### src/hdl/ipid_pkg.sv
// ----------------------------------------------------------------------------
// ipid_pkg
// Types, widths and a helper function shared by the incremental PID position
// loop modules.
// ----------------------------------------------------------------------------
package ipid_pkg;

   localparam int ANGLE_BITS     = 16;
   localparam int GAIN_BITS      = 18;
   localparam int ACC_BITS       = 40;
   localparam int LIMIT_BITS     = 38;
   localparam int DUTY_BITS      = 16;
   localparam int ERR_BITS       = ANGLE_BITS + 1;
   localparam int PROD_BITS      = ERR_BITS + GAIN_BITS;
   localparam int SAT_BITS       = ((PROD_BITS > ACC_BITS) ? PROD_BITS : ACC_BITS) + 1;
   localparam int CMP_BITS       = ((ACC_BITS > LIMIT_BITS) ? ACC_BITS : LIMIT_BITS) + 2;
   localparam int REM_BITS       = LIMIT_BITS + 1;
   localparam int CSR_INDEX_BITS = 2;
   localparam int CSR_DATA_BITS  = (GAIN_BITS > LIMIT_BITS) ? GAIN_BITS : LIMIT_BITS;
   localparam int DIV_CNT_BITS   = $clog2(DUTY_BITS);
   localparam int TERM_BITS      = 2;

   localparam logic [LIMIT_BITS-1:0] LIMIT_RESET = LIMIT_BITS'(8388608);
   localparam logic [DIV_CNT_BITS-1:0] DIV_LAST = DIV_CNT_BITS'(DUTY_BITS - 1);
   localparam logic signed [ACC_BITS-1:0] ACC_MAX = {1'b0, {(ACC_BITS-1){1'b1}}};
   localparam logic signed [ACC_BITS-1:0] ACC_MIN = {1'b1, {(ACC_BITS-1){1'b0}}};
   localparam logic signed [DUTY_BITS-1:0] DUTY_MAX = {1'b0, {(DUTY_BITS-1){1'b1}}};

   typedef enum logic [CSR_INDEX_BITS-1:0] {
      CSR_GAIN_K1     = 2'd0,
      CSR_GAIN_K2     = 2'd1,
      CSR_GAIN_K3     = 2'd2,
      CSR_DRIVE_LIMIT = 2'd3
   } csr_index_type;

   typedef enum logic [TERM_BITS-1:0] {
      TERM_CUR   = 2'd0,
      TERM_PREV1 = 2'd1,
      TERM_PREV2 = 2'd2
   } term_type;

   typedef enum logic [2:0] {
      ST_IDLE,
      ST_MUL,
      ST_ADD,
      ST_ADD_PREV,
      ST_CLAMP,
      ST_DIV,
      ST_OUT
   } state_type;

   typedef struct packed {
      logic     load;
      logic     mul;
      term_type term;
      logic     add;
      logic     add_prev;
      logic     clamp;
      logic     div_step;
      logic     out_load;
   } cmd_type;

   function automatic logic signed [ACC_BITS-1:0] sat_acc(
      input logic signed [SAT_BITS-1:0] v
   );
      logic signed [ACC_BITS-1:0] r;
      if (v > SAT_BITS'(ACC_MAX)) begin
         r = ACC_MAX;
      end else if (v < SAT_BITS'(ACC_MIN)) begin
         r = ACC_MIN;
      end else begin
         r = v[ACC_BITS-1:0];
      end
      return r;
   endfunction

endpackage

### src/hdl/ipid_ctrl.sv
// ----------------------------------------------------------------------------
// ipid_ctrl
// Sequencer for one control tick: three multiply and accumulate rounds, the
// previous drive, the clamp, the duty division and the result register.
// ----------------------------------------------------------------------------
module ipid_ctrl (
   input  logic              clock,
   input  logic              reset,
   input  logic              req_valid,
   output logic              req_ready,
   output logic              rsp_valid,
   input  logic              rsp_ready,
   output ipid_pkg::cmd_type cmd
);

   ipid_pkg::state_type state_ff, state_in;
   ipid_pkg::term_type  term_ff, term_in;
   logic [ipid_pkg::DIV_CNT_BITS-1:0] div_cnt_ff, div_cnt_in;
   logic rsp_valid_ff, rsp_valid_in;
   logic out_free;

   assign out_free  = !rsp_valid_ff || rsp_ready;
   assign req_ready = (state_ff == ipid_pkg::ST_IDLE);
   assign rsp_valid = rsp_valid_ff;

   always_comb begin
      state_in = state_ff;
      case (state_ff)
         ipid_pkg::ST_IDLE: begin
            if (req_valid) state_in = ipid_pkg::ST_MUL;
         end
         ipid_pkg::ST_MUL: begin
            state_in = ipid_pkg::ST_ADD;
         end
         ipid_pkg::ST_ADD: begin
            if (term_ff == ipid_pkg::TERM_PREV2) state_in = ipid_pkg::ST_ADD_PREV;
            else state_in = ipid_pkg::ST_MUL;
         end
         ipid_pkg::ST_ADD_PREV: begin
            state_in = ipid_pkg::ST_CLAMP;
         end
         ipid_pkg::ST_CLAMP: begin
            state_in = ipid_pkg::ST_DIV;
         end
         ipid_pkg::ST_DIV: begin
            if (div_cnt_ff == ipid_pkg::DIV_LAST) state_in = ipid_pkg::ST_OUT;
         end
         ipid_pkg::ST_OUT: begin
            if (out_free) state_in = ipid_pkg::ST_IDLE;
         end
         default: begin
            state_in = ipid_pkg::ST_IDLE;
         end
      endcase
   end

   always_comb begin
      cmd          = '0;
      cmd.term     = term_ff;
      term_in      = term_ff;
      div_cnt_in   = div_cnt_ff;
      rsp_valid_in = rsp_valid_ff && !rsp_ready;
      case (state_ff)
         ipid_pkg::ST_IDLE: begin
            cmd.load = req_valid;
            term_in  = ipid_pkg::TERM_CUR;
         end
         ipid_pkg::ST_MUL: begin
            cmd.mul = 1'b1;
         end
         ipid_pkg::ST_ADD: begin
            cmd.add = 1'b1;
            case (term_ff)
               ipid_pkg::TERM_CUR:   term_in = ipid_pkg::TERM_PREV1;
               ipid_pkg::TERM_PREV1: term_in = ipid_pkg::TERM_PREV2;
               default:              term_in = ipid_pkg::TERM_CUR;
            endcase
         end
         ipid_pkg::ST_ADD_PREV: begin
            cmd.add_prev = 1'b1;
         end
         ipid_pkg::ST_CLAMP: begin
            cmd.clamp  = 1'b1;
            div_cnt_in = '0;
         end
         ipid_pkg::ST_DIV: begin
            cmd.div_step = 1'b1;
            div_cnt_in   = div_cnt_ff + 1'b1;
         end
         ipid_pkg::ST_OUT: begin
            cmd.out_load = out_free;
            if (out_free) rsp_valid_in = 1'b1;
         end
         default: begin
            cmd = '0;
         end
      endcase
   end

   always_ff @(posedge clock) begin
      if (reset) begin
         state_ff     <= ipid_pkg::ST_IDLE;
         term_ff      <= ipid_pkg::TERM_CUR;
         div_cnt_ff   <= '0;
         rsp_valid_ff <= 1'b0;
      end else begin
         state_ff     <= state_in;
         term_ff      <= term_in;
         div_cnt_ff   <= div_cnt_in;
         rsp_valid_ff <= rsp_valid_in;
      end
   end

endmodule

### src/hdl/ipid_datapath.sv
// ----------------------------------------------------------------------------
// ipid_datapath
// Gain and limit registers, loop history, shared multiplier, saturating
// accumulator, clamp and a restoring divider for the normalized duty.
// ----------------------------------------------------------------------------
module ipid_datapath (
   input  logic                                      clock,
   input  logic                                      reset,
   input  ipid_pkg::cmd_type                         cmd,
   input  logic                                      req_mode,
   input  logic signed [ipid_pkg::ANGLE_BITS-1:0]    req_target_angle,
   input  logic signed [ipid_pkg::ANGLE_BITS-1:0]    req_measured_angle,
   input  logic                                      csr_valid,
   input  logic [ipid_pkg::CSR_INDEX_BITS-1:0]       csr_index,
   input  logic [ipid_pkg::CSR_DATA_BITS-1:0]        csr_data,
   output logic signed [ipid_pkg::DUTY_BITS-1:0]     rsp_pwm_duty,
   output logic                                      rsp_clamped
);

   logic signed [ipid_pkg::GAIN_BITS-1:0]  gain_k1_ff, gain_k2_ff, gain_k3_ff;
   logic [ipid_pkg::LIMIT_BITS-1:0]        limit_ff;
   logic signed [ipid_pkg::ERR_BITS-1:0]   err_ff, err_prev1_ff, err_prev2_ff;
   logic signed [ipid_pkg::ACC_BITS-1:0]   drive_prev_ff, acc_ff;
   logic signed [ipid_pkg::PROD_BITS-1:0]  prod_ff;
   logic [ipid_pkg::REM_BITS-1:0]          rem_ff;
   logic [ipid_pkg::LIMIT_BITS-1:0]        div_ff;
   logic [ipid_pkg::DUTY_BITS-1:0]         quo_ff;
   logic                                   neg_ff, clip_ff;
   logic signed [ipid_pkg::DUTY_BITS-1:0]  duty_ff;
   logic                                   clamped_ff;

   logic signed [ipid_pkg::ERR_BITS-1:0]   mul_a;
   logic signed [ipid_pkg::GAIN_BITS-1:0]  mul_b;
   logic signed [ipid_pkg::PROD_BITS-1:0]  mul_p;
   logic signed [ipid_pkg::ACC_BITS-1:0]   prod_sat;
   logic [ipid_pkg::LIMIT_BITS-1:0]        lim_eff;
   logic signed [ipid_pkg::CMP_BITS-1:0]   u_wide, lim_wide, u_abs;
   logic                                   clip_hi, clip_lo;
   logic [ipid_pkg::LIMIT_BITS-1:0]        mag;
   logic                                   div_bit;
   logic [ipid_pkg::REM_BITS-1:0]          rem_sub;
   logic signed [ipid_pkg::DUTY_BITS-1:0]  duty_val;

   always_comb begin
      case (cmd.term)
         ipid_pkg::TERM_CUR: begin
            mul_a = err_ff;
            mul_b = gain_k1_ff;
         end
         ipid_pkg::TERM_PREV1: begin
            mul_a = err_prev1_ff;
            mul_b = gain_k2_ff;
         end
         default: begin
            mul_a = err_prev2_ff;
            mul_b = gain_k3_ff;
         end
      endcase
      mul_p    = ipid_pkg::PROD_BITS'(mul_a) * ipid_pkg::PROD_BITS'(mul_b);
      prod_sat = ipid_pkg::sat_acc(ipid_pkg::SAT_BITS'(prod_ff));
   end

   always_comb begin
      lim_eff  = (limit_ff == '0) ? ipid_pkg::LIMIT_BITS'(1) : limit_ff;
      u_wide   = ipid_pkg::CMP_BITS'(acc_ff);
      lim_wide = $signed({{(ipid_pkg::CMP_BITS-ipid_pkg::LIMIT_BITS){1'b0}}, lim_eff});
      clip_hi  = u_wide > lim_wide;
      clip_lo  = u_wide < -lim_wide;
      u_abs    = u_wide[ipid_pkg::CMP_BITS-1] ? -u_wide : u_wide;
      mag      = (clip_hi || clip_lo) ? lim_eff : u_abs[ipid_pkg::LIMIT_BITS-1:0];
   end

   always_comb begin
      div_bit  = rem_ff >= ipid_pkg::REM_BITS'(div_ff);
      rem_sub  = div_bit ? (rem_ff - ipid_pkg::REM_BITS'(div_ff)) : rem_ff;
      if (neg_ff) begin
         duty_val = -$signed(quo_ff);
      end else if (quo_ff[ipid_pkg::DUTY_BITS-1]) begin
         duty_val = ipid_pkg::DUTY_MAX;
      end else begin
         duty_val = $signed(quo_ff);
      end
   end

   always_ff @(posedge clock) begin
      if (reset) begin
         gain_k1_ff <= '0;
         gain_k2_ff <= '0;
         gain_k3_ff <= '0;
         limit_ff   <= ipid_pkg::LIMIT_RESET;
      end else if (csr_valid) begin
         case (ipid_pkg::csr_index_type'(csr_index))
            ipid_pkg::CSR_GAIN_K1: gain_k1_ff <= csr_data[ipid_pkg::GAIN_BITS-1:0];
            ipid_pkg::CSR_GAIN_K2: gain_k2_ff <= csr_data[ipid_pkg::GAIN_BITS-1:0];
            ipid_pkg::CSR_GAIN_K3: gain_k3_ff <= csr_data[ipid_pkg::GAIN_BITS-1:0];
            ipid_pkg::CSR_DRIVE_LIMIT: limit_ff <= csr_data[ipid_pkg::LIMIT_BITS-1:0];
            default: limit_ff <= limit_ff;
         endcase
      end
   end

   always_ff @(posedge clock) begin
      if (reset) begin
         err_prev1_ff  <= '0;
         err_prev2_ff  <= '0;
         drive_prev_ff <= '0;
      end else if (cmd.load && req_mode) begin
         err_prev1_ff  <= '0;
         err_prev2_ff  <= '0;
         drive_prev_ff <= '0;
      end else if (cmd.clamp) begin
         err_prev1_ff  <= err_ff;
         err_prev2_ff  <= err_prev1_ff;
         drive_prev_ff <= acc_ff;
      end
   end

   always_ff @(posedge clock) begin
      if (cmd.load) begin
         err_ff <= ipid_pkg::ERR_BITS'(req_target_angle) -
                   ipid_pkg::ERR_BITS'(req_measured_angle);
         acc_ff <= '0;
      end
      if (cmd.mul) begin
         prod_ff <= mul_p;
      end
      if (cmd.add) begin
         acc_ff <= ipid_pkg::sat_acc(ipid_pkg::SAT_BITS'(acc_ff) +
                                     ipid_pkg::SAT_BITS'(prod_sat));
      end
      if (cmd.add_prev) begin
         acc_ff <= ipid_pkg::sat_acc(ipid_pkg::SAT_BITS'(acc_ff) +
                                     ipid_pkg::SAT_BITS'(drive_prev_ff));
      end
      if (cmd.clamp) begin
         rem_ff  <= ipid_pkg::REM_BITS'(mag);
         div_ff  <= lim_eff;
         quo_ff  <= '0;
         neg_ff  <= acc_ff[ipid_pkg::ACC_BITS-1];
         clip_ff <= clip_hi || clip_lo;
      end
      if (cmd.div_step) begin
         rem_ff <= {rem_sub[ipid_pkg::REM_BITS-2:0], 1'b0};
         quo_ff <= {quo_ff[ipid_pkg::DUTY_BITS-2:0], div_bit};
      end
      if (cmd.out_load) begin
         duty_ff    <= duty_val;
         clamped_ff <= clip_ff;
      end
   end

   assign rsp_pwm_duty = duty_ff;
   assign rsp_clamped  = clamped_ff;

endmodule

### src/hdl/incremental_pid_position_loop.sv
// ----------------------------------------------------------------------------
// incremental_pid_position_loop
// Velocity-form PID position loop producing a normalized, clamped drive duty.
// ----------------------------------------------------------------------------
// Each req beat is one control tick carrying target and measured angles and a
// mode bit; mode one clears the error and drive history before the tick.
// Each tick yields exactly one rsp beat with the Q1.15 duty and a clamp flag.
// Gains and the drive limit are written over the csr channel, which is always
// ready; writes are meant to happen only while no tick is in flight.
// One shared multiplier serves the three error terms, each in a multiply and
// an add step; the previous drive and the clamp follow, and a restoring divider
// yields one duty bit per cycle. A new req beat is taken only once the sequencer
// is back in idle, after the previous result has entered the output register.
// The result sits in an output register, so the last beat may wait for the
// receiver while the block is ready again; a further finished tick waits in
// the last step until that register is free.
// Synchronous reset returns the sequencer to idle, clears the history and
// gains, and sets the drive limit to 1.0 in accumulator units.
// ----------------------------------------------------------------------------
module incremental_pid_position_loop (
   input  logic                                      clock,
   input  logic                                      reset,
   input  logic                                      req_valid,
   output logic                                      req_ready,
   input  logic                                      req_mode,
   input  logic signed [ipid_pkg::ANGLE_BITS-1:0]    req_target_angle,
   input  logic signed [ipid_pkg::ANGLE_BITS-1:0]    req_measured_angle,
   output logic                                      rsp_valid,
   input  logic                                      rsp_ready,
   output logic signed [ipid_pkg::DUTY_BITS-1:0]     rsp_pwm_duty,
   output logic                                      rsp_clamped,
   input  logic                                      csr_valid,
   output logic                                      csr_ready,
   input  logic [ipid_pkg::CSR_INDEX_BITS-1:0]       csr_index,
   input  logic [ipid_pkg::CSR_DATA_BITS-1:0]        csr_data
);

   ipid_pkg::cmd_type cmd;

   assign csr_ready = 1'b1;

   ipid_ctrl u_ctrl (
      .clock     (clock),
      .reset     (reset),
      .req_valid (req_valid),
      .req_ready (req_ready),
      .rsp_valid (rsp_valid),
      .rsp_ready (rsp_ready),
      .cmd       (cmd)
   );

   ipid_datapath u_datapath (
      .clock              (clock),
      .reset              (reset),
      .cmd                (cmd),
      .req_mode           (req_mode),
      .req_target_angle   (req_target_angle),
      .req_measured_angle (req_measured_angle),
      .csr_valid          (csr_valid),
      .csr_index          (csr_index),
      .csr_data           (csr_data),
      .rsp_pwm_duty       (rsp_pwm_duty),
      .rsp_clamped        (rsp_clamped)
   );

endmodule

### config.mk
export PLATFORM = sky130hd
export DESIGN_NAME = incremental_pid_position_loop
export DESIGN_NICKNAME = d
export VERILOG_FILES = /design/src/hdl/ipid_pkg.sv /design/src/hdl/ipid_ctrl.sv /design/src/hdl/ipid_datapath.sv /design/src/hdl/incremental_pid_position_loop.sv
export SDC_FILE = /design/constraint.sdc
export NUM_CORES = 2
export LEC_CHECK = 0
export ABC_AREA = 1
export BUFFER_PORTS_ARGS = -buffer_cell sky130_fd_sc_hd__clkbuf_2
export CORE_ASPECT_RATIO = 0.6
export CORE_MARGIN = 4
export CORE_UTILIZATION = 34
export CTS_BUF_LIST = sky130_fd_sc_hd__clkbuf_8
export CTS_CLUSTER_SIZE = 30
export DETAILED_ROUTE_END_ITERATION = 12
export PLACE_DENSITY = 0.47
export SYNTH_ARGS = -nofsm -noshare
export SYNTH_HDL_FRONTEND = slang
export SYNTH_SLANG_ARGS = --single-unit
### constraint.sdc
create_clock -name clock -period 7.1 [get_ports clock]
set_clock_uncertainty 0.15 [all_clocks]
set_input_delay 0.355 -clock clock [delete_from_list [all_inputs] [get_ports clock]]
set_output_delay 0.355 -clock clock [all_outputs]
set_load 0.01 [all_outputs]
==> flow_summary_export.csv <==
group,metric,value,unit
routing,wl,166700,um
routing,wl_per_cell,21.80,um
flow_run,maxCapViolations,0,
sta,max_slew_margin,0.2545,
sta,hold_violations,0,
critical_path,critPathKind,"reg -> reg",
logic_synthesis,synth_area_per_cell,7.144,um2
cts,cts_inserted_buffers,67,
sta,fin_tns_setup,0,ps
worst_hold_path,hold_path_depth,4,
logic_synthesis,yosysWarnings,0,
worst_hold_path,hp-class,"in -> reg",
die,start_util,0.3437,
routing,vias_per_cell,5.135,
logic_synthesis,syn_inst,5746,
sta,report.final.setup_viol,0,
logic_synthesis,synth_cell_type_count,56,
run_status,status,"finished clean",
layout,n_fill_cell,12780,
die,rows,98,
power_and_ir_drop,p_leak,22.97,nW
critical_path,crit_end,"u_datapath.prod_ff[31]$_DFFE_PP_",
die,dieHeight,277.1,um
logic_synthesis,async_reset_ff_frac,0,
sta,fin_crit,6850,ps
cts,tritoncts,"built",
critical_path,crit_fanout,14,
routing,drc,0,
die,dieArea,126500,um2
die,core,119400,um2
cts,clock_latency,770,ps
power_and_ir_drop,ir_drop,0.5064,mV
sta,drv_slew,0,
layout,drive_gt1_frac,0.09411,
routing,drtIter0Drc,4300,
routing,vias,39270,
critical_path,worst-r2r-cell-count,26,
critical_path,r2r_slack,250,ps
die,ioPinCount,98,
grt,grt_pass1_vias,36632,
routing,drtPass1Iterations,6,
logic_synthesis,yosys_register_bits,380,
logic_synthesis,synth_enable_flop_cells,203,
power_and_ir_drop,total_power,17.10,mW
layout,area_growth,13.75,%
sta,maxClockFrequency,146.0,MHz
grt,grt_pass1_wl,245700,um
logic_synthesis,seq_area_frac_synth,0.2348,
critical_path,crit_start,"u_ctrl.term_ff[1]$_SDFFE_PP0P_",
grt,grt_antenna_before_repair,6,
grt,grt.total_usage,0.2577,
grt,grt_max_degree,78,
layout,finalNetCount,6692,
critical_path,crit_required,7410,ps
place,dp_hpwl,136600,um
place,place_congestion,0.9691,
sta,grt_setup_unrepaired,"yes",
power_and_ir_drop,p_per_area,366.2,nW/um2
routing,antenna_left,0,
cts,clock_path_buffers,3,
sta,worstMarginPinSlew,1108,ps
cts,clock_sinks,380,
cts,clk_pin_slew,70,ps
cts,htree_levels,3,
sta,finalCritPeriodShare,0.9649,
place,portBuffers,96,
logic_synthesis,synthFlopType,"edfxtp_1",
critical_path,reg2reg_to,"u_datapath.prod_ff[31]$_DFFE_PP_",
critical_path,cp-end-kind,"flop",
critical_path,cp-start-kind,"flop",
die,die_x,456.6,um
cts,cts_root_buffer,"clkbuf_8",
logic_synthesis,syn_area,41050,um2
critical_path,worstPathArrival,7160,ps
grt,overflow,0,
critical_path,r2r_start,"u_ctrl.term_ff[1]$_SDFFE_PP0P_",
registers in the layout, summed over array words and instances (netlist names), 2 cells and up:
signal and cells:
u_ctrl.div_cnt_ff 4, u_ctrl.state_ff 3, u_ctrl.term_ff 2, u_datapath.acc_ff 40, u_datapath.div_ff 38, u_datapath.drive_prev_ff 40, u_datapath.err_ff 17, u_datapath.err_prev1_ff 17
u_datapath.err_prev2_ff 17, u_datapath.gain_k1_ff 18, u_datapath.gain_k2_ff 18, u_datapath.gain_k3_ff 18, u_datapath.limit_ff 38, u_datapath.prod_ff 35, u_datapath.quo_ff 16, u_datapath.rem_ff 39
u_datapath.rsp_pwm_duty 16
Yosys cell counts (6+ instances only):
| library cell | number | share of area |
|---|---|---|
| clkbuf_1 | 111 | 0.010 |
| o21a_1 | 7 | 0.0013 |
| nand3_2 | 11 | 0.0027 |
| nor2_1 | 645 | 0.059 |
| xnor2_1 | 46 | 0.0098 |
| nor4_1 | 7 | 0.0011 |
| nand3b_1 | 36 | 0.0066 |
| a31oi_1 | 10 | 0.0015 |
| nor3_1 | 50 | 0.0061 |
| edfxtp_1 | 203 | 0.15 |
| nand4_1 | 96 | 0.015 |
| a21boi_0 | 6 | 0.0011 |
| inv_2 | 13 | 0.0012 |
| a21o_1 | 20 | 0.0037 |
| o221a_2 | 32 | 0.0088 |
| buf_4 | 7 | 0.0013 |
| buf_6 | 11 | 0.0030 |
| dfxtp_1 | 177 | 0.086 |
| o21bai_1 | 29 | 0.0053 |
| or2_2 | 26 | 0.0040 |
| a21oi_1 | 353 | 0.043 |
| fa_1 | 315 | 0.15 |
| inv_1 | 864 | 0.079 |
| xor2_1 | 131 | 0.028 |
| o21ai_0 | 241 | 0.029 |
| clkinv_1 | 13 | 0.0012 |
| ha_1 | 304 | 0.093 |
| nand2_2 | 15 | 0.0023 |
| nand2_1 | 1595 | 0.15 |
| buf_1 | 6 | 0.00055 |
| nand3_1 | 249 | 0.030 |
| buf_2 | 60 | 0.0073 |
area by class of cell:
cell class | instances | area, um2 | area share
sequential | 380 | 9639 | 0.2064
antenna | 2 | 5.005 | 0.0001072
timing repair buffer | 372 | 2888 | 0.06185
clock buffer | 71 | 977.2 | 0.02093
clock inverter | 49 | 339.1 | 0.007262
tap | 1600 | 2002 | 0.04288
multi-input combinational | 4282 | 27440 | 0.5877
inverter | 890 | 3390 | 0.07259
timing repair inverter | 2 | 12.51 | 0.0002680
report_power, final:
| group | switching (mW) | internal (mW) |
|---|---|---|
| logic | 7.44 | 4.51 |
| registers | 0.220 | 2.81 |
| clock network | 1.09 | 1.03 |
what timing repair did:
action / 4_1_cts / 5_1_grt
gates resized for setup: 1 / 82
endpoints found under the hold margin: 116 / 0
pin swaps: 0 / 8
setup buffers: 0 / 8
endpoints found under the setup margin: 2 / 19
gates cloned: 0 / 3
hold buffers: 86 / 0
per-stage QoR:
step                      worst slack (ps)  area [um2]  cells  hold WS, ps  utilization
final                                249.5       46690   7648        68.84       0.3910
after global routing                -33.83       46690   7647        64.93       0.3909
after CTS                            20.43       46300   7635        5.173       0.3877
after detailed placement             10.96       44120   7429        261.1       0.3694
after global placement              -20.93       44120   7429        257.2       0.3694
after floorplan                      329.8       41050   5747        250.3            -
cells by family after synthesis:
family,synth area share
buf+inv,0.1037
flops,0.2348
xor+xnor,0.03777
fa+ha+maj,0.2463
simple gates,0.2773
mux,0.0002439
compound gates,0.09967
other cells,0.0001830
worst max-delay path, stage by stage, from the launching register on:
cell and delay [ps]:
dfxtp_1 300, or2_1 230, nand2_1 110, inv_2 80, buf_12 150, or2_2 270, o221a_2 200, inv_4 170
nor2_1 80, fa_1 510, inv_1 60, fa_1 510, fa_1 530, inv_1 50, fa_1 550, fa_1 580
inv_1 60, fa_1 530, inv_1 40, ha_1 320, a21o_1 220, a21o_1 170, a21oi_1 170, nand3_1 160
nand3_1 100, o211ai_1 100, xor2_1 160
cells in the final DEF (no fill, tap or decap), drive strengths merged, types with 97 or more instances in the layout:
master,count
nand2,1613
clkbuf,168
ha,304
inv,892
nand3,260
a21oi,358
fa,315
xor2,131
nand4,97
dfxtp,177
buf,189
edfxtp,203
o21ai,244
nor2,652
how the worst min path moves through the flow:
stage / start / end / slack, ps
final: req_measured_angle[8] / u_datapath.err_ff[8]$_DFFE_PP_ / 70
after global routing: req_measured_angle[8] / u_datapath.err_ff[8]$_DFFE_PP_ / 60
after CTS: req_measured_angle[8] / u_datapath.err_ff[8]$_DFFE_PP_ / 5
after detailed placement: u_datapath.clip_ff$_DFFE_PP_ / u_datapath.rsp_clamped$_DFFE_PP_ / 260
after global placement: u_datapath.clip_ff$_DFFE_PP_ / u_datapath.rsp_clamped$_DFFE_PP_ / 260
after floorplan: u_datapath.clip_ff$_DFFE_PP_ / u_datapath.rsp_clamped$_DFFE_PP_ / 250
routing by layer:
layer	global-route usage	share of wire	vias up
met3	0.07864	0.10	122
met5	0	0	-
li1	-	-	18743
met2	0.3086	0.34	1563
met1	0.4361	0.54	18842
met4	0.03296	0.011	0
No activity file was read; power rests on OpenSTA's default activity.
